--- src/rtl/core/sipd_pkg.sv ---
// Shared types, codes and constants of the sip event detector.
// Used by every module under rtl/core; depends on nothing else.
package sipd_pkg;

    // Default widths of the streamed fields
    localparam int WEIGHT_BITS_DEF = 17;
    localparam int ACCEL_BITS_DEF  = 16;
    localparam int TIME_BITS_DEF   = 32;

    // Operation field
    localparam int OP_W = 3;

    typedef enum logic [OP_W-1:0] {
        OP_START  = 3'd0,
        OP_SAMPLE = 3'd1,
        OP_WAKE   = 3'd2,
        OP_CLEAR  = 3'd3,
        OP_STOP   = 3'd4
    } op_t;

    // Configuration port
    localparam int CFG_INDEX_W = 3;
    localparam int CFG_DATA_W  = 32;

    typedef enum logic [CFG_INDEX_W-1:0] {
        REG_SIP_THR      = 3'd0,
        REG_TILT_THR     = 3'd1,
        REG_UP_AXIS      = 3'd2,
        REG_EMPTY_THR    = 3'd3,
        REG_IDLE_TIMEOUT = 3'd4,
        REG_STRAW_WIN    = 3'd5,
        REG_REFILL_PAUSE = 3'd6
    } cfg_reg_t;

    localparam int SIP_THR_W     = 14;
    localparam int TILT_THR_W    = 13;
    localparam int UP_AXIS_W     = 2;
    localparam int EMPTY_THR_W   = 16;
    localparam int IDLE_TO_W     = 32;
    localparam int STRAW_WIN_W   = 31;
    localparam int REFILL_W      = 31;
    localparam int TILT_SQ_W     = 2 * TILT_THR_W;
    localparam int STRAW_WIN3_W  = STRAW_WIN_W + 2;

    localparam logic [SIP_THR_W-1:0]    SIP_THR_RST      = 14'd150;
    localparam logic [TILT_THR_W-1:0]   TILT_THR_RST     = 13'd1024;
    localparam logic [UP_AXIS_W-1:0]    UP_AXIS_RST      = 2'd2;
    localparam logic [EMPTY_THR_W-1:0]  EMPTY_THR_RST    = 16'd150;
    localparam logic [IDLE_TO_W-1:0]    IDLE_TO_RST      = 32'd30000;
    localparam logic [STRAW_WIN_W-1:0]  STRAW_WIN_RST    = 31'd3000;
    localparam logic [REFILL_W-1:0]     REFILL_RST       = 31'd30000;
    localparam logic [TILT_SQ_W-1:0]    TILT_SQ_RST      = 26'd1048576;
    localparam logic [STRAW_WIN3_W-1:0] STRAW_WIN3_RST   = 33'd9000;

    // Up-axis codes; any other code means z is up
    localparam logic [UP_AXIS_W-1:0] AXIS_X = 2'd0;
    localparam logic [UP_AXIS_W-1:0] AXIS_Y = 2'd1;

    // Live configuration seen by the datapath
    typedef struct packed {
        logic [SIP_THR_W-1:0]    sip_thr;
        logic [UP_AXIS_W-1:0]    up_axis;
        logic [EMPTY_THR_W-1:0]  empty_thr;
        logic [IDLE_TO_W-1:0]    idle_timeout;
        logic [STRAW_WIN_W-1:0]  straw_win;
        logic [STRAW_WIN3_W-1:0] straw_win3;
        logic [REFILL_W-1:0]     refill_pause;
        logic [TILT_SQ_W-1:0]    tilt_sq;
    } cfg_t;

    // Result codes
    typedef enum logic [1:0] {
        EV_NONE        = 2'd0,
        EV_PAUSE_START = 2'd1,
        EV_PAUSE_END   = 2'd2
    } refill_ev_t;

    typedef enum logic [1:0] {
        SIP_NONE  = 2'd0,
        SIP_TILT  = 2'd1,
        SIP_STRAW = 2'd2
    } sip_kind_t;

    // Result field widths
    localparam int SESS_CNT_W = 16;
    localparam int SESS_SUM_W = 24;
    localparam int LIFE_CNT_W = 32;
    localparam int LIFE_SUM_W = 32;
    localparam int SHOWN_W    = 16;

    // Detection constants, tenths of a gram
    localparam int MOTION_DG = 20;
    localparam int RISE_DG   = 50;
    localparam int GATE_DG   = 15;
    localparam int STABLE_DG = 10;

    localparam logic [1:0] STABLE_NEED = 2'd3;

endpackage

--- src/rtl/core/sipd_cfg_regs.sv ---
// Configuration register file of the sip event detector.
// Depends on sipd_pkg for register codes, widths and reset values.
module sipd_cfg_regs (
    input  logic                                clk,
    input  logic                                rst_n,
    input  logic                                cfg_valid,
    output logic                                cfg_ready,
    input  logic [sipd_pkg::CFG_INDEX_W-1:0]    cfg_index,
    input  logic [sipd_pkg::CFG_DATA_W-1:0]     cfg_data,
    output sipd_pkg::cfg_t                      cfg
);

    logic [sipd_pkg::SIP_THR_W-1:0]    sip_thr_reg;
    logic [sipd_pkg::TILT_THR_W-1:0]   tilt_thr_reg;
    logic [sipd_pkg::UP_AXIS_W-1:0]    up_axis_reg;
    logic [sipd_pkg::EMPTY_THR_W-1:0]  empty_thr_reg;
    logic [sipd_pkg::IDLE_TO_W-1:0]    idle_timeout_reg;
    logic [sipd_pkg::STRAW_WIN_W-1:0]  straw_win_reg;
    logic [sipd_pkg::REFILL_W-1:0]     refill_pause_reg;
    logic [sipd_pkg::TILT_SQ_W-1:0]    tilt_sq_reg;
    logic [sipd_pkg::STRAW_WIN3_W-1:0] straw_win3_reg;

    assign cfg_ready = 1'b1;

    always_ff @(posedge clk or negedge rst_n)
    begin
        if (!rst_n)
        begin
            sip_thr_reg      <= sipd_pkg::SIP_THR_RST;
            tilt_thr_reg     <= sipd_pkg::TILT_THR_RST;
            up_axis_reg      <= sipd_pkg::UP_AXIS_RST;
            empty_thr_reg    <= sipd_pkg::EMPTY_THR_RST;
            idle_timeout_reg <= sipd_pkg::IDLE_TO_RST;
            straw_win_reg    <= sipd_pkg::STRAW_WIN_RST;
            refill_pause_reg <= sipd_pkg::REFILL_RST;
        end
        else if (cfg_valid)
        begin
            unique case (sipd_pkg::cfg_reg_t'(cfg_index))
                sipd_pkg::REG_SIP_THR:
                    sip_thr_reg <= cfg_data[sipd_pkg::SIP_THR_W-1:0];
                sipd_pkg::REG_TILT_THR:
                    tilt_thr_reg <= cfg_data[sipd_pkg::TILT_THR_W-1:0];
                sipd_pkg::REG_UP_AXIS:
                    up_axis_reg <= cfg_data[sipd_pkg::UP_AXIS_W-1:0];
                sipd_pkg::REG_EMPTY_THR:
                    empty_thr_reg <= cfg_data[sipd_pkg::EMPTY_THR_W-1:0];
                sipd_pkg::REG_IDLE_TIMEOUT:
                    idle_timeout_reg <= cfg_data[sipd_pkg::IDLE_TO_W-1:0];
                sipd_pkg::REG_STRAW_WIN:
                    straw_win_reg <= cfg_data[sipd_pkg::STRAW_WIN_W-1:0];
                sipd_pkg::REG_REFILL_PAUSE:
                    refill_pause_reg <= cfg_data[sipd_pkg::REFILL_W-1:0];
                default:
                    ;
            endcase
        end
    end

    // Derived values, updated in the cycle after the register they follow
    always_ff @(posedge clk or negedge rst_n)
    begin
        if (!rst_n)
        begin
            tilt_sq_reg    <= sipd_pkg::TILT_SQ_RST;
            straw_win3_reg <= sipd_pkg::STRAW_WIN3_RST;
        end
        else
        begin
            tilt_sq_reg    <= sipd_pkg::TILT_SQ_W'(tilt_thr_reg) *
                              sipd_pkg::TILT_SQ_W'(tilt_thr_reg);
            straw_win3_reg <= sipd_pkg::STRAW_WIN3_W'(straw_win_reg) +
                              sipd_pkg::STRAW_WIN3_W'({straw_win_reg, 1'b0});
        end
    end

    always_comb
    begin
        cfg.sip_thr      = sip_thr_reg;
        cfg.up_axis      = up_axis_reg;
        cfg.empty_thr    = empty_thr_reg;
        cfg.idle_timeout = idle_timeout_reg;
        cfg.straw_win    = straw_win_reg;
        cfg.straw_win3   = straw_win3_reg;
        cfg.refill_pause = refill_pause_reg;
        cfg.tilt_sq      = tilt_sq_reg;
    end

endmodule

--- src/rtl/core/sipd_tilt.sv ---
// Input register and tilt stage: captures an item, then registers the tilt
// decision beside the fields the tracker needs. Depends on sipd_pkg.
module sipd_tilt #(
    parameter int WEIGHT_BITS = sipd_pkg::WEIGHT_BITS_DEF,
    parameter int ACCEL_BITS  = sipd_pkg::ACCEL_BITS_DEF,
    parameter int TIME_BITS   = sipd_pkg::TIME_BITS_DEF
) (
    input  logic                           clk,
    input  logic                           rst_n,
    input  sipd_pkg::cfg_t                 cfg,
    input  logic                           in_valid,
    output logic                           in_ready,
    input  logic [sipd_pkg::OP_W-1:0]      in_op,
    input  logic signed [WEIGHT_BITS-1:0]  in_weight,
    input  logic signed [ACCEL_BITS-1:0]   in_ax,
    input  logic signed [ACCEL_BITS-1:0]   in_ay,
    input  logic signed [ACCEL_BITS-1:0]   in_az,
    input  logic [TIME_BITS-1:0]           in_now,
    output logic                           out_valid,
    input  logic                           out_ready,
    output logic [sipd_pkg::OP_W-1:0]      out_op,
    output logic signed [WEIGHT_BITS-1:0]  out_weight,
    output logic [TIME_BITS-1:0]           out_now,
    output logic                           out_tilted
);

    localparam int SQ_W  = 2 * ACCEL_BITS;
    localparam int MAG_W = SQ_W + 1;
    localparam int CMP_W = (MAG_W > sipd_pkg::TILT_SQ_W) ? MAG_W : sipd_pkg::TILT_SQ_W;

    logic                          a_valid_reg;
    logic [sipd_pkg::OP_W-1:0]     a_op_reg;
    logic signed [WEIGHT_BITS-1:0] a_weight_reg;
    logic signed [ACCEL_BITS-1:0]  a_ax_reg;
    logic signed [ACCEL_BITS-1:0]  a_ay_reg;
    logic signed [ACCEL_BITS-1:0]  a_az_reg;
    logic [TIME_BITS-1:0]          a_now_reg;

    logic                          b_valid_reg;
    logic [sipd_pkg::OP_W-1:0]     b_op_reg;
    logic signed [WEIGHT_BITS-1:0] b_weight_reg;
    logic [TIME_BITS-1:0]          b_now_reg;
    logic                          b_tilted_reg;

    logic                          a_take;
    logic                          b_take;
    logic signed [ACCEL_BITS-1:0]  h1;
    logic signed [ACCEL_BITS-1:0]  h2;
    logic signed [SQ_W-1:0]        sq1;
    logic signed [SQ_W-1:0]        sq2;
    logic [MAG_W-1:0]              mag;
    logic                          tilted;

    assign b_take   = !b_valid_reg || out_ready;
    assign a_take   = !a_valid_reg || b_take;
    assign in_ready = a_take;

    // Pick the two horizontal axes
    always_comb
    begin
        case (cfg.up_axis)
            sipd_pkg::AXIS_X:
            begin
                h1 = a_ay_reg;
                h2 = a_az_reg;
            end
            sipd_pkg::AXIS_Y:
            begin
                h1 = a_ax_reg;
                h2 = a_az_reg;
            end
            default:
            begin
                h1 = a_ax_reg;
                h2 = a_ay_reg;
            end
        endcase
    end

    assign sq1    = h1 * h1;
    assign sq2    = h2 * h2;
    assign mag    = MAG_W'($unsigned(sq1)) + MAG_W'($unsigned(sq2));
    assign tilted = CMP_W'(mag) > CMP_W'(cfg.tilt_sq);

    always_ff @(posedge clk or negedge rst_n)
    begin
        if (!rst_n)
        begin
            a_valid_reg <= 1'b0;
            b_valid_reg <= 1'b0;
        end
        else
        begin
            if (a_take)
            begin
                a_valid_reg <= in_valid;
            end
            if (b_take)
            begin
                b_valid_reg <= a_valid_reg;
            end
        end
    end

    always_ff @(posedge clk)
    begin
        if (a_take && in_valid)
        begin
            a_op_reg     <= in_op;
            a_weight_reg <= in_weight;
            a_ax_reg     <= in_ax;
            a_ay_reg     <= in_ay;
            a_az_reg     <= in_az;
            a_now_reg    <= in_now;
        end
        if (b_take && a_valid_reg)
        begin
            b_op_reg     <= a_op_reg;
            b_weight_reg <= a_weight_reg;
            b_now_reg    <= a_now_reg;
            b_tilted_reg <= tilted;
        end
    end

    assign out_valid  = b_valid_reg;
    assign out_op     = b_op_reg;
    assign out_weight = b_weight_reg;
    assign out_now    = b_now_reg;
    assign out_tilted = b_tilted_reg;

endmodule

--- src/rtl/core/sipd_track.sv ---
// Session tracker and result register: power, refill pause, tilt and straw
// sips, saturating totals. Depends on sipd_pkg.
module sipd_track #(
    parameter int WEIGHT_BITS = sipd_pkg::WEIGHT_BITS_DEF,
    parameter int TIME_BITS   = sipd_pkg::TIME_BITS_DEF
) (
    input  logic                                 clk,
    input  logic                                 rst_n,
    input  sipd_pkg::cfg_t                       cfg,
    input  logic                                 in_valid,
    output logic                                 in_ready,
    input  logic [sipd_pkg::OP_W-1:0]            in_op,
    input  logic signed [WEIGHT_BITS-1:0]        in_weight,
    input  logic [TIME_BITS-1:0]                 in_now,
    input  logic                                 in_tilted,
    output logic                                 out_valid,
    input  logic                                 out_ready,
    output logic                                 tilted,
    output logic                                 empty_res,
    output logic                                 power_low,
    output logic                                 refill_paused,
    output logic [1:0]                           refill_event,
    output logic [1:0]                           sip_kind,
    output logic [WEIGHT_BITS-1:0]               sip_amount_dg,
    output logic [sipd_pkg::SESS_CNT_W-1:0]      session_sips,
    output logic [sipd_pkg::SESS_SUM_W-1:0]      session_total_dg,
    output logic [sipd_pkg::LIFE_CNT_W-1:0]      lifetime_sips,
    output logic [sipd_pkg::LIFE_SUM_W-1:0]      lifetime_total_dg,
    output logic [sipd_pkg::SHOWN_W-1:0]         shown_weight_dg
);

    localparam int DW     = WEIGHT_BITS + 1;
    localparam int CMP_W  = (WEIGHT_BITS + 2 > 17) ? WEIGHT_BITS + 2 : 17;
    localparam int SS_W   = ((WEIGHT_BITS > sipd_pkg::SESS_SUM_W) ?
                             WEIGHT_BITS : sipd_pkg::SESS_SUM_W) + 1;
    localparam int LS_W   = ((WEIGHT_BITS > sipd_pkg::LIFE_SUM_W) ?
                             WEIGHT_BITS : sipd_pkg::LIFE_SUM_W) + 1;

    localparam logic signed [DW-1:0] MOTION_S = DW'(sipd_pkg::MOTION_DG);
    localparam logic signed [DW-1:0] RISE_S   = DW'(sipd_pkg::RISE_DG);
    localparam logic signed [DW-1:0] GATE_S   = DW'(sipd_pkg::GATE_DG);
    localparam logic signed [DW-1:0] STABLE_S = DW'(sipd_pkg::STABLE_DG);

    // State
    logic                            session_on_reg,  session_on_next;
    logic signed [WEIGHT_BITS-1:0]   prior_w_reg,     prior_w_next;
    logic signed [WEIGHT_BITS-1:0]   tilt_start_reg,  tilt_start_next;
    logic                            tilt_open_reg,   tilt_open_next;
    logic                            straw_open_reg,  straw_open_next;
    logic signed [WEIGHT_BITS-1:0]   straw_w_reg,     straw_w_next;
    logic [TIME_BITS-1:0]            straw_t_reg,     straw_t_next;
    logic                            pause_reg,       pause_next;
    logic [TIME_BITS-1:0]            pause_end_reg,   pause_end_next;
    logic [1:0]                      stable_reg,      stable_next;
    logic                            idle_reg,        idle_next;
    logic [TIME_BITS-1:0]            motion_t_reg,    motion_t_next;
    logic [sipd_pkg::SESS_CNT_W-1:0] sess_cnt_reg,    sess_cnt_next;
    logic [sipd_pkg::SESS_SUM_W-1:0] sess_sum_reg,    sess_sum_next;
    logic [WEIGHT_BITS-1:0]          last_sip_reg,    last_sip_next;
    logic [sipd_pkg::LIFE_CNT_W-1:0] life_cnt_reg,    life_cnt_next;
    logic [sipd_pkg::LIFE_SUM_W-1:0] life_sum_reg,    life_sum_next;

    // Result register
    logic                            out_valid_reg;
    logic                            out_tilted_reg,  out_tilted_next;
    logic                            out_empty_reg,   out_empty_next;
    logic [1:0]                      out_event_reg,   out_event_next;
    logic [1:0]                      out_kind_reg,    out_kind_next;
    logic [sipd_pkg::SHOWN_W-1:0]    out_shown_reg,   out_shown_next;

    logic                            take;
    logic                            is_sample;
    logic signed [DW-1:0]            delta;
    logic [DW-1:0]                   adelta;
    logic [TIME_BITS-1:0]            idle_elapsed;
    logic [TIME_BITS-1:0]            remaining;
    logic [TIME_BITS-1:0]            refill_t;
    logic [TIME_BITS-1:0]            straw_elapsed;
    logic signed [DW-1:0]            tilt_drop;
    logic signed [DW-1:0]            straw_total;
    logic                            rec;
    logic [WEIGHT_BITS-1:0]          amt;
    logic [SS_W-1:0]                 sess_sum_ext;
    logic [LS_W-1:0]                 life_sum_ext;
    logic signed [CMP_W-1:0]         pw_ext;
    logic signed [CMP_W-1:0]         sip_thr_ext;

    assign take     = in_valid && in_ready;
    assign in_ready = !out_valid_reg || out_ready;

    assign is_sample     = (in_op == sipd_pkg::OP_SAMPLE) && session_on_reg;
    assign delta         = DW'(in_weight) - DW'(prior_w_reg);
    assign adelta        = delta[DW-1] ? DW'(-delta) : DW'(delta);
    assign idle_elapsed  = in_now - motion_t_reg;
    assign remaining     = pause_end_reg - in_now;
    assign refill_t      = TIME_BITS'(cfg.refill_pause);
    assign straw_elapsed = in_now - straw_t_reg;
    assign tilt_drop     = DW'(tilt_start_reg) - DW'(in_weight);
    assign straw_total   = DW'(straw_w_reg) - DW'(in_weight);
    assign sip_thr_ext   = $signed(CMP_W'(cfg.sip_thr));

    always_comb
    begin
        session_on_next = session_on_reg;
        prior_w_next    = prior_w_reg;
        tilt_start_next = tilt_start_reg;
        tilt_open_next  = tilt_open_reg;
        straw_open_next = straw_open_reg;
        straw_w_next    = straw_w_reg;
        straw_t_next    = straw_t_reg;
        pause_next      = pause_reg;
        pause_end_next  = pause_end_reg;
        stable_next     = stable_reg;
        idle_next       = idle_reg;
        motion_t_next   = motion_t_reg;
        sess_cnt_next   = sess_cnt_reg;
        sess_sum_next   = sess_sum_reg;
        last_sip_next   = last_sip_reg;
        life_cnt_next   = life_cnt_reg;
        life_sum_next   = life_sum_reg;
        out_tilted_next = 1'b0;
        out_event_next  = sipd_pkg::EV_NONE;
        out_kind_next   = sipd_pkg::SIP_NONE;
        rec             = 1'b0;
        amt             = '0;

        if (!is_sample)
        begin
            unique case (sipd_pkg::op_t'(in_op))
                sipd_pkg::OP_START:
                begin
                    session_on_next = 1'b1;
                    prior_w_next    = in_weight;
                    tilt_start_next = in_weight;
                    sess_cnt_next   = '0;
                    sess_sum_next   = '0;
                    last_sip_next   = '0;
                    tilt_open_next  = 1'b0;
                    motion_t_next   = in_now;
                    idle_next       = 1'b0;
                end
                sipd_pkg::OP_WAKE:
                begin
                    if (session_on_reg && idle_reg)
                    begin
                        motion_t_next = in_now;
                        idle_next     = 1'b0;
                    end
                end
                sipd_pkg::OP_CLEAR:
                begin
                    life_cnt_next = '0;
                    life_sum_next = '0;
                end
                sipd_pkg::OP_STOP:
                begin
                    session_on_next = 1'b0;
                end
                default:
                    ;
            endcase
        end
        else
        begin
            out_tilted_next = in_tilted;

            // Power tracking
            if (in_tilted || (adelta > DW'(MOTION_S)))
            begin
                motion_t_next = in_now;
                idle_next     = 1'b0;
            end
            else if (!idle_reg &&
                     (sipd_pkg::IDLE_TO_W'(idle_elapsed) > cfg.idle_timeout))
            begin
                idle_next = 1'b1;
            end

            // Refill pause: start on a sharp rise, end on stable weight or timeout
            if (!pause_reg)
            begin
                if (delta > RISE_S)
                begin
                    pause_next      = 1'b1;
                    pause_end_next  = in_now + refill_t;
                    stable_next     = '0;
                    straw_open_next = 1'b0;
                    tilt_open_next  = 1'b0;
                    out_event_next  = sipd_pkg::EV_PAUSE_START;
                end
            end
            else
            begin
                if (adelta < DW'(STABLE_S))
                begin
                    if (stable_reg < sipd_pkg::STABLE_NEED)
                    begin
                        stable_next = stable_reg + 2'd1;
                    end
                end
                else
                begin
                    stable_next = '0;
                end
                if ((stable_next >= sipd_pkg::STABLE_NEED) || (remaining == '0) ||
                    (remaining > refill_t))
                begin
                    pause_next      = 1'b0;
                    tilt_open_next  = 1'b0;
                    straw_open_next = 1'b0;
                    out_event_next  = sipd_pkg::EV_PAUSE_END;
                end
            end

            // Tilt sip: open on tilt, measure on return to upright
            if (!pause_next && in_tilted && !tilt_open_next)
            begin
                tilt_start_next = in_weight;
                tilt_open_next  = 1'b1;
            end
            if (!in_tilted && tilt_open_next)
            begin
                tilt_open_next = 1'b0;
                if (CMP_W'(tilt_drop) >= sip_thr_ext)
                begin
                    rec             = 1'b1;
                    amt             = tilt_drop[WEIGHT_BITS-1:0];
                    out_kind_next   = sipd_pkg::SIP_TILT;
                    straw_open_next = 1'b0;
                end
            end

            // Straw sip: window opened by a drop, closed by a rise or expiry
            if (!pause_next && !in_tilted)
            begin
                if (!straw_open_next)
                begin
                    if (delta < -GATE_S)
                    begin
                        straw_open_next = 1'b1;
                        straw_w_next    = prior_w_reg;
                        straw_t_next    = in_now;
                    end
                end
                else if ((delta > GATE_S) ||
                         (sipd_pkg::STRAW_WIN3_W'(straw_elapsed) > cfg.straw_win3))
                begin
                    if ((sipd_pkg::STRAW_WIN3_W'(straw_elapsed) >=
                         sipd_pkg::STRAW_WIN3_W'(cfg.straw_win)) &&
                        (CMP_W'(straw_total) >= sip_thr_ext))
                    begin
                        rec           = 1'b1;
                        amt           = straw_total[WEIGHT_BITS-1:0];
                        out_kind_next = sipd_pkg::SIP_STRAW;
                    end
                    straw_open_next = 1'b0;
                end
            end
            else
            begin
                straw_open_next = 1'b0;
            end

            prior_w_next = in_weight;
        end

        // Saturating totals
        sess_sum_ext = SS_W'(sess_sum_reg) + SS_W'(amt);
        life_sum_ext = LS_W'(life_sum_reg) + LS_W'(amt);
        if (rec)
        begin
            last_sip_next = amt;
            if (sess_cnt_reg != '1)
            begin
                sess_cnt_next = sess_cnt_reg + 1'b1;
            end
            if (life_cnt_reg != '1)
            begin
                life_cnt_next = life_cnt_reg + 1'b1;
            end
            if (sess_sum_ext > SS_W'({sipd_pkg::SESS_SUM_W{1'b1}}))
            begin
                sess_sum_next = '1;
            end
            else
            begin
                sess_sum_next = sess_sum_ext[sipd_pkg::SESS_SUM_W-1:0];
            end
            if (life_sum_ext > LS_W'({sipd_pkg::LIFE_SUM_W{1'b1}}))
            begin
                life_sum_next = '1;
            end
            else
            begin
                life_sum_next = life_sum_ext[sipd_pkg::LIFE_SUM_W-1:0];
            end
        end

        // Weight report, from the weight kept after this item
        pw_ext         = CMP_W'(prior_w_next);
        out_empty_next = pw_ext < $signed(CMP_W'(cfg.empty_thr));
        if (pw_ext[CMP_W-1])
        begin
            out_shown_next = '0;
        end
        else if (pw_ext > $signed(CMP_W'({sipd_pkg::SHOWN_W{1'b1}})))
        begin
            out_shown_next = '1;
        end
        else
        begin
            out_shown_next = pw_ext[sipd_pkg::SHOWN_W-1:0];
        end
    end

    always_ff @(posedge clk or negedge rst_n)
    begin
        if (!rst_n)
        begin
            out_valid_reg  <= 1'b0;
            session_on_reg <= 1'b0;
            prior_w_reg    <= '0;
            tilt_start_reg <= '0;
            tilt_open_reg  <= 1'b0;
            straw_open_reg <= 1'b0;
            straw_w_reg    <= '0;
            straw_t_reg    <= '0;
            pause_reg      <= 1'b0;
            pause_end_reg  <= '0;
            stable_reg     <= '0;
            idle_reg       <= 1'b0;
            motion_t_reg   <= '0;
            sess_cnt_reg   <= '0;
            sess_sum_reg   <= '0;
            last_sip_reg   <= '0;
            life_cnt_reg   <= '0;
            life_sum_reg   <= '0;
        end
        else
        begin
            if (in_ready)
            begin
                out_valid_reg <= in_valid;
            end
            if (take)
            begin
                session_on_reg <= session_on_next;
                prior_w_reg    <= prior_w_next;
                tilt_start_reg <= tilt_start_next;
                tilt_open_reg  <= tilt_open_next;
                straw_open_reg <= straw_open_next;
                straw_w_reg    <= straw_w_next;
                straw_t_reg    <= straw_t_next;
                pause_reg      <= pause_next;
                pause_end_reg  <= pause_end_next;
                stable_reg     <= stable_next;
                idle_reg       <= idle_next;
                motion_t_reg   <= motion_t_next;
                sess_cnt_reg   <= sess_cnt_next;
                sess_sum_reg   <= sess_sum_next;
                last_sip_reg   <= last_sip_next;
                life_cnt_reg   <= life_cnt_next;
                life_sum_reg   <= life_sum_next;
            end
        end
    end

    always_ff @(posedge clk)
    begin
        if (take)
        begin
            out_tilted_reg <= out_tilted_next;
            out_empty_reg  <= out_empty_next;
            out_event_reg  <= out_event_next;
            out_kind_reg   <= out_kind_next;
            out_shown_reg  <= out_shown_next;
        end
    end

    // State only moves when a result is loaded, so it reads as that result
    assign out_valid         = out_valid_reg;
    assign tilted            = out_tilted_reg;
    assign empty_res         = out_empty_reg;
    assign power_low         = idle_reg;
    assign refill_paused     = pause_reg;
    assign refill_event      = out_event_reg;
    assign sip_kind          = out_kind_reg;
    assign sip_amount_dg     = last_sip_reg;
    assign session_sips      = sess_cnt_reg;
    assign session_total_dg  = sess_sum_reg;
    assign lifetime_sips     = life_cnt_reg;
    assign lifetime_total_dg = life_sum_reg;
    assign shown_weight_dg   = out_shown_reg;

endmodule

--- src/rtl/core/sip_event_detector.sv ---
// Top level of the sip event detector: stream ports, configuration port.
// Depends on sipd_pkg, sipd_cfg_regs, sipd_tilt and sipd_track.
//
// The block takes one item per transfer on the slave stream: a command or a
// timestamped sample (weight plus three acceleration axes), with the
// operation code in s_tuser. Every item yields exactly one result transfer
// on the master stream, carrying the flags, the sip kind (in m_tuser) and
// the session and lifetime totals. A new item is accepted every clock cycle
// when the result side keeps up; sustained rate is then one item per cycle. On
// its way from input transfer to result valid an item passes an input
// register, a register after the two squaring multipliers of the tilt test,
// and the result register that is loaded together with the session state.
// The state update of one item is combinational logic, which is what lets
// the next item follow directly. Back pressure on m_tready stalls the stages
// one by one, so empty stages keep taking input while a result waits.
// Configuration writes on the cfg channel are always taken (cfg_ready is
// tied high) and must happen only while no item is in flight; the tilt
// threshold square and three times the straw window are derived in the cycle
// after their register is written.
module sip_event_detector #(
    parameter int WEIGHT_BITS = sipd_pkg::WEIGHT_BITS_DEF,
    parameter int ACCEL_BITS  = sipd_pkg::ACCEL_BITS_DEF,
    parameter int TIME_BITS   = sipd_pkg::TIME_BITS_DEF,
    localparam int IN_W       = WEIGHT_BITS + 3 * ACCEL_BITS + TIME_BITS,
    localparam int IN_DW      = ((IN_W + 7) / 8) * 8,
    localparam int OUT_W      = 6 + WEIGHT_BITS + sipd_pkg::SESS_CNT_W +
                                sipd_pkg::SESS_SUM_W + sipd_pkg::LIFE_CNT_W +
                                sipd_pkg::LIFE_SUM_W + sipd_pkg::SHOWN_W,
    localparam int OUT_DW     = ((OUT_W + 7) / 8) * 8
) (
    input  logic                              clk,
    input  logic                              rst_n,
    // Input stream
    input  logic                              s_tvalid,
    output logic                              s_tready,
    // weight_dg, accel_x, accel_y, accel_z, now_ms (lowest first), zero pad
    input  logic [IN_DW-1:0]                  s_tdata,
    // operation
    input  logic [sipd_pkg::OP_W-1:0]         s_tuser,
    // Result stream
    output logic                              m_tvalid,
    input  logic                              m_tready,
    // tilted, empty_res, power_low, refill_paused, refill_event,
    // sip_amount_dg, session_sips, session_total_dg, lifetime_sips,
    // lifetime_total_dg, shown_weight_dg (lowest first), zero pad
    output logic [OUT_DW-1:0]                 m_tdata,
    // sip_kind
    output logic [1:0]                        m_tuser,
    // Configuration write channel
    input  logic                              cfg_valid,
    output logic                              cfg_ready,
    input  logic [sipd_pkg::CFG_INDEX_W-1:0]  cfg_index,
    input  logic [sipd_pkg::CFG_DATA_W-1:0]   cfg_data
);

    localparam int AX_LSB  = WEIGHT_BITS;
    localparam int AY_LSB  = AX_LSB + ACCEL_BITS;
    localparam int AZ_LSB  = AY_LSB + ACCEL_BITS;
    localparam int NOW_LSB = AZ_LSB + ACCEL_BITS;

    sipd_pkg::cfg_t                    cfg;

    logic                              t_valid;
    logic                              t_ready;
    logic [sipd_pkg::OP_W-1:0]         t_op;
    logic signed [WEIGHT_BITS-1:0]     t_weight;
    logic [TIME_BITS-1:0]              t_now;
    logic                              t_tilted;

    logic                              tilted;
    logic                              empty_res;
    logic                              power_low;
    logic                              refill_paused;
    logic [1:0]                        refill_event;
    logic [WEIGHT_BITS-1:0]            sip_amount_dg;
    logic [sipd_pkg::SESS_CNT_W-1:0]   session_sips;
    logic [sipd_pkg::SESS_SUM_W-1:0]   session_total_dg;
    logic [sipd_pkg::LIFE_CNT_W-1:0]   lifetime_sips;
    logic [sipd_pkg::LIFE_SUM_W-1:0]   lifetime_total_dg;
    logic [sipd_pkg::SHOWN_W-1:0]      shown_weight_dg;

    sipd_cfg_regs u_cfg (
        .clk       (clk),
        .rst_n     (rst_n),
        .cfg_valid (cfg_valid),
        .cfg_ready (cfg_ready),
        .cfg_index (cfg_index),
        .cfg_data  (cfg_data),
        .cfg       (cfg)
    );

    // Unpack the input transfer and run the tilt test
    sipd_tilt #(
        .WEIGHT_BITS (WEIGHT_BITS),
        .ACCEL_BITS  (ACCEL_BITS),
        .TIME_BITS   (TIME_BITS)
    ) u_tilt (
        .clk        (clk),
        .rst_n      (rst_n),
        .cfg        (cfg),
        .in_valid   (s_tvalid),
        .in_ready   (s_tready),
        .in_op      (s_tuser),
        .in_weight  ($signed(s_tdata[AX_LSB-1:0])),
        .in_ax      ($signed(s_tdata[AY_LSB-1:AX_LSB])),
        .in_ay      ($signed(s_tdata[AZ_LSB-1:AY_LSB])),
        .in_az      ($signed(s_tdata[NOW_LSB-1:AZ_LSB])),
        .in_now     (s_tdata[IN_W-1:NOW_LSB]),
        .out_valid  (t_valid),
        .out_ready  (t_ready),
        .out_op     (t_op),
        .out_weight (t_weight),
        .out_now    (t_now),
        .out_tilted (t_tilted)
    );

    // Update the session state and hold the result
    sipd_track #(
        .WEIGHT_BITS (WEIGHT_BITS),
        .TIME_BITS   (TIME_BITS)
    ) u_track (
        .clk               (clk),
        .rst_n             (rst_n),
        .cfg               (cfg),
        .in_valid          (t_valid),
        .in_ready          (t_ready),
        .in_op             (t_op),
        .in_weight         (t_weight),
        .in_now            (t_now),
        .in_tilted         (t_tilted),
        .out_valid         (m_tvalid),
        .out_ready         (m_tready),
        .tilted            (tilted),
        .empty_res         (empty_res),
        .power_low         (power_low),
        .refill_paused     (refill_paused),
        .refill_event      (refill_event),
        .sip_kind          (m_tuser),
        .sip_amount_dg     (sip_amount_dg),
        .session_sips      (session_sips),
        .session_total_dg  (session_total_dg),
        .lifetime_sips     (lifetime_sips),
        .lifetime_total_dg (lifetime_total_dg),
        .shown_weight_dg   (shown_weight_dg)
    );

    // Pack the result, first field in the lowest bits
    assign m_tdata = OUT_DW'({shown_weight_dg, lifetime_total_dg, lifetime_sips,
                              session_total_dg, session_sips, sip_amount_dg,
                              refill_event, refill_paused, power_low,
                              empty_res, tilted});

endmodule
--- config.mk ---
export PLATFORM = sky130hd
export DESIGN_NAME = sip_event_detector
export DESIGN_NICKNAME = d
export VERILOG_FILES = /design/src/rtl/core/sipd_pkg.sv /design/src/rtl/core/sipd_cfg_regs.sv /design/src/rtl/core/sipd_tilt.sv /design/src/rtl/core/sipd_track.sv /design/src/rtl/core/sip_event_detector.sv
export SDC_FILE = /design/constraint.sdc
export NUM_CORES = 2
export LEC_CHECK = 0
export BUFFER_PORTS_ARGS = -buffer_cell sky130_fd_sc_hd__clkbuf_2
export CAP_MARGIN = 20
export CORE_MARGIN = 2
export CORE_UTILIZATION = 60
export DETAILED_ROUTE_END_ITERATION = 6
export GPL_ROUTABILITY_DRIVEN = 1
export PLACE_DENSITY_LB_ADDON = 0.12
export SYNTH_ARGS = -nofsm -noshare
export SYNTH_HDL_FRONTEND = slang
export SYNTH_SLANG_ARGS = --single-unit
--- constraint.sdc ---
create_clock -name clk -period 28.6 [get_ports clk]
set_input_delay 4.29 -clock clk [delete_from_list [all_inputs] [get_ports clk]]
set_output_delay 4.29 -clock clk [all_outputs]
set_load 0.03 [all_outputs]
==> results.yml <==
synth:
  ys_seq_area_share_pct: 26.7
  async_flop_share_pct: 73.1
  ys_warn_count: 0
  netlist_area_um2: 64400
  synthesis.instances: 6756
  synth.net_count: 8192
  synth_area_per_cell_um2: 9.53
  ys_ff_latch: 650
  ys.flop_type: "dfrtp_1"
  synth.distinct_cells: 105
  synth_edf_count: 175
critical_path:
  cp_max_fo: 15
  path_depth: 46
  r2r_end: "u_track.session_total_dg[7]"
  reg2regPathDepth: 46
  critical_path_required_ns: 29.18
  worstSetupStartpointType: "flip-flop"
  r2r_setup_slack_ns: 15.65
  cp-end-kind: "flip-flop"
  path_class: "reg -> reg"
  cp_common_cell: "o21ai_0"
  cpPeakStageDelay_ns: 0.90
  timing.rr.start: "u_tilt.out_now[0]"
  path_buf_inv: 3
  cp_slowest_cell: "nor2_1"
  crit_family: "compound AO/OA/AOI/OAI gates"
  arrival_ns: 13.54
place:
  place_congestion: 0.984
  dp_hpwl_um: 140000
  numPortBuffers: 286
  place_area_um2: 67500
  pre_cts_slack_ns: 16.11
final_layout:
  utilization_pct: 65.7
  layout_commonest_cell: "inv_1"
  layout-drive-gt1-share_pct: 10.4
  fin_area_um2: 70200
  synthToLayoutAreaGrowth_pct: 8.97
  largest_register_ff_count: 33
  fin_nets: 8464
  num_antenna_cells: 0
  final_cell_mix: "inv_1 (1075), ha_1 (705), fa_1 (584)"
clock_network:
  cts_max_level: 3
  cts_tree: "done"
  clockBufferDepth: 3
  clk_latency_ns: 0.68
  cts_inserted_buffers: 77
  clk_pin_slew_ns: 0.06
  postCtsSetupBuffers: 0
  cts_hold_buffers: 0
  cts.sinks: 650
  cts_root_buf: "clkbuf_16"
  cts_resized: 0
sta:
  period_share_pct: 45.3
  layout_setup_ws_ns: 15.65
  period_needed_ns: 12.95
  final_hold_viol_count: 0
  final_max_slew_viol_count: 0
  fin_skew_ns: 0.0482
  tns_ns: 0
  relSlewSlack_pct: 21.0
  tightestPinTransition_ns: 1.17
  rsz0062_at_grt: "no"
  fmax_mhz: 77.2
  setup_violations: 0
grt:
  antenna_found_initial: 2
  grt_first_pass_wirelength_um: 274000
  grt_start_max_net_pins: 157
  overflow: 0
  grt_pass1_vias: 48963
  track_usage_pct: 31.8
drt:
  via_per_inst: 5.89
  vias: 50082
  dr.first_iter.drc_count: 3806
  post-route-drc-count: 0
  routed_wl_um: 174000
  wl_per_cell_um: 20.5
  final_antenna_net_count: 0
  drtPass1Iterations: 5
floorplan:
  row_count: 120
  core_area_um2: 107000
  initial_core_util_pct: 60.3
  die_h_um: 332
  io_pins: 296
  die_x_um: 332
  dieArea_um2: 110000
job:
  drv_cap: 0
outcome:
  run_status: "finished clean"
hold_path:
  holdCritStartpoint: "u_tilt.a_now_reg[27]"
  hold_depth: 0
  hp-class: "reg -> reg"
  min_to: "u_tilt.out_now[27]"
-- logic make-up (layout without fill, tap and decap cells) --
kind of cell | count (synthesis) | count (layout) | synth area share (%)
AOI/OAI and AO/OA | 1279 | 1279 | 13.0
xor gates and xnor gates | 301 | 301 | 4.11
adders and majority gates | 1289 | 1289 | 31.9
buffers and inverters | 1247 | 1584 | 7.40
DFF | 650 | 650 | 26.7
muxes | 235 | 235 | 3.94
other | 2 | 2 | 0.0117
and+or+nand+nor | 1753 | 1753 | 13.0
-- synthesized netlist by cell type, types with 14 or more instances --
library cell     n  area [um^2]
a21boi_0        16          120
nand4_1         73          457
and4_1          15          131
xnor2_1        218         1910
and3_1          49          307
clkinv_1        15         56.3
nand2_1        537         2020
ha_1           705         8820
dfstp_2         37          972
a31o_2          15          131
clkbuf_1       101          379
nor2b_1         88          551
o41ai_1         14          123
a31oi_1         32          200
nand2b_1        73          457
dfrtp_1        438        11000
o211ai_1        31          233
a21oi_1        289         1450
nor3_1         103          515
buf_2           23          115
fa_1           584        11700
a211o_1         15          131
nor4_1          26          163
or2_2           25          156
mux2_2         143         1610
mux2i_1         89          891
o31ai_1         23          173
nand3_1        163          816
a211oi_1        31          233
nor2_1         420         1580
a22oi_1         15          113
and2_1          77          482
edfxtp_1       175         5260
xor2_1          82          718
or3_1           52          325
buf_1           16         60.1
a21o_1         139         1040
o21ai_0        357         1790
o21bai_1        33          248
inv_1         1076         4040
o21a_1          76          571
-- per-layer routing --
metal	track usage [%]	part of all wire, %	vias up
met3	7.83	9.5	238
met5	0	0.0063	-
met1	47.3	45	24733
met4	7.62	2.3	2
met2	46.8	43	1656
li1	-	-	23453
-- per-stage QoR --
step / std cells / hold WS (ns)
floorplan: 6756 / 0.400
global placement: 8349 / 0.401
detailed placement: 8351 / 0.405
CTS: 8495 / 0.414
global route: 8496 / 0.417
finish: 8496 / 0.414
-- worst max path at each step --
stage,startpoint,end
2_1_floorplan,u_cfg.up_axis_reg[1],u_tilt.out_tilted
3_3_place_gp,u_tilt.out_now[0],u_track.session_total_dg[7]
3_5_place_dp,u_tilt.out_now[0],u_track.session_total_dg[21]
4_1_cts,u_tilt.out_now[0],u_track.session_total_dg[8]
5_1_grt,u_tilt.out_now[0],u_track.session_total_dg[21]
6_report,u_tilt.out_now[0],u_track.session_total_dg[7]
-- layout make-up --
type | instances | area, um^2
clock inverters | 34 | 457
multi-input cells | 4859 | 42500
repair buffers | 347 | 1900
inverters | 1093 | 4100
well taps | 1403 | 1760
fillers | 8710 | 36600
flip-flops and latches | 650 | 17200
clock buffers | 110 | 2230
Power is not shown: default switching activity piles up to over one toggle a cycle in this logic, so the estimate is an artifact.
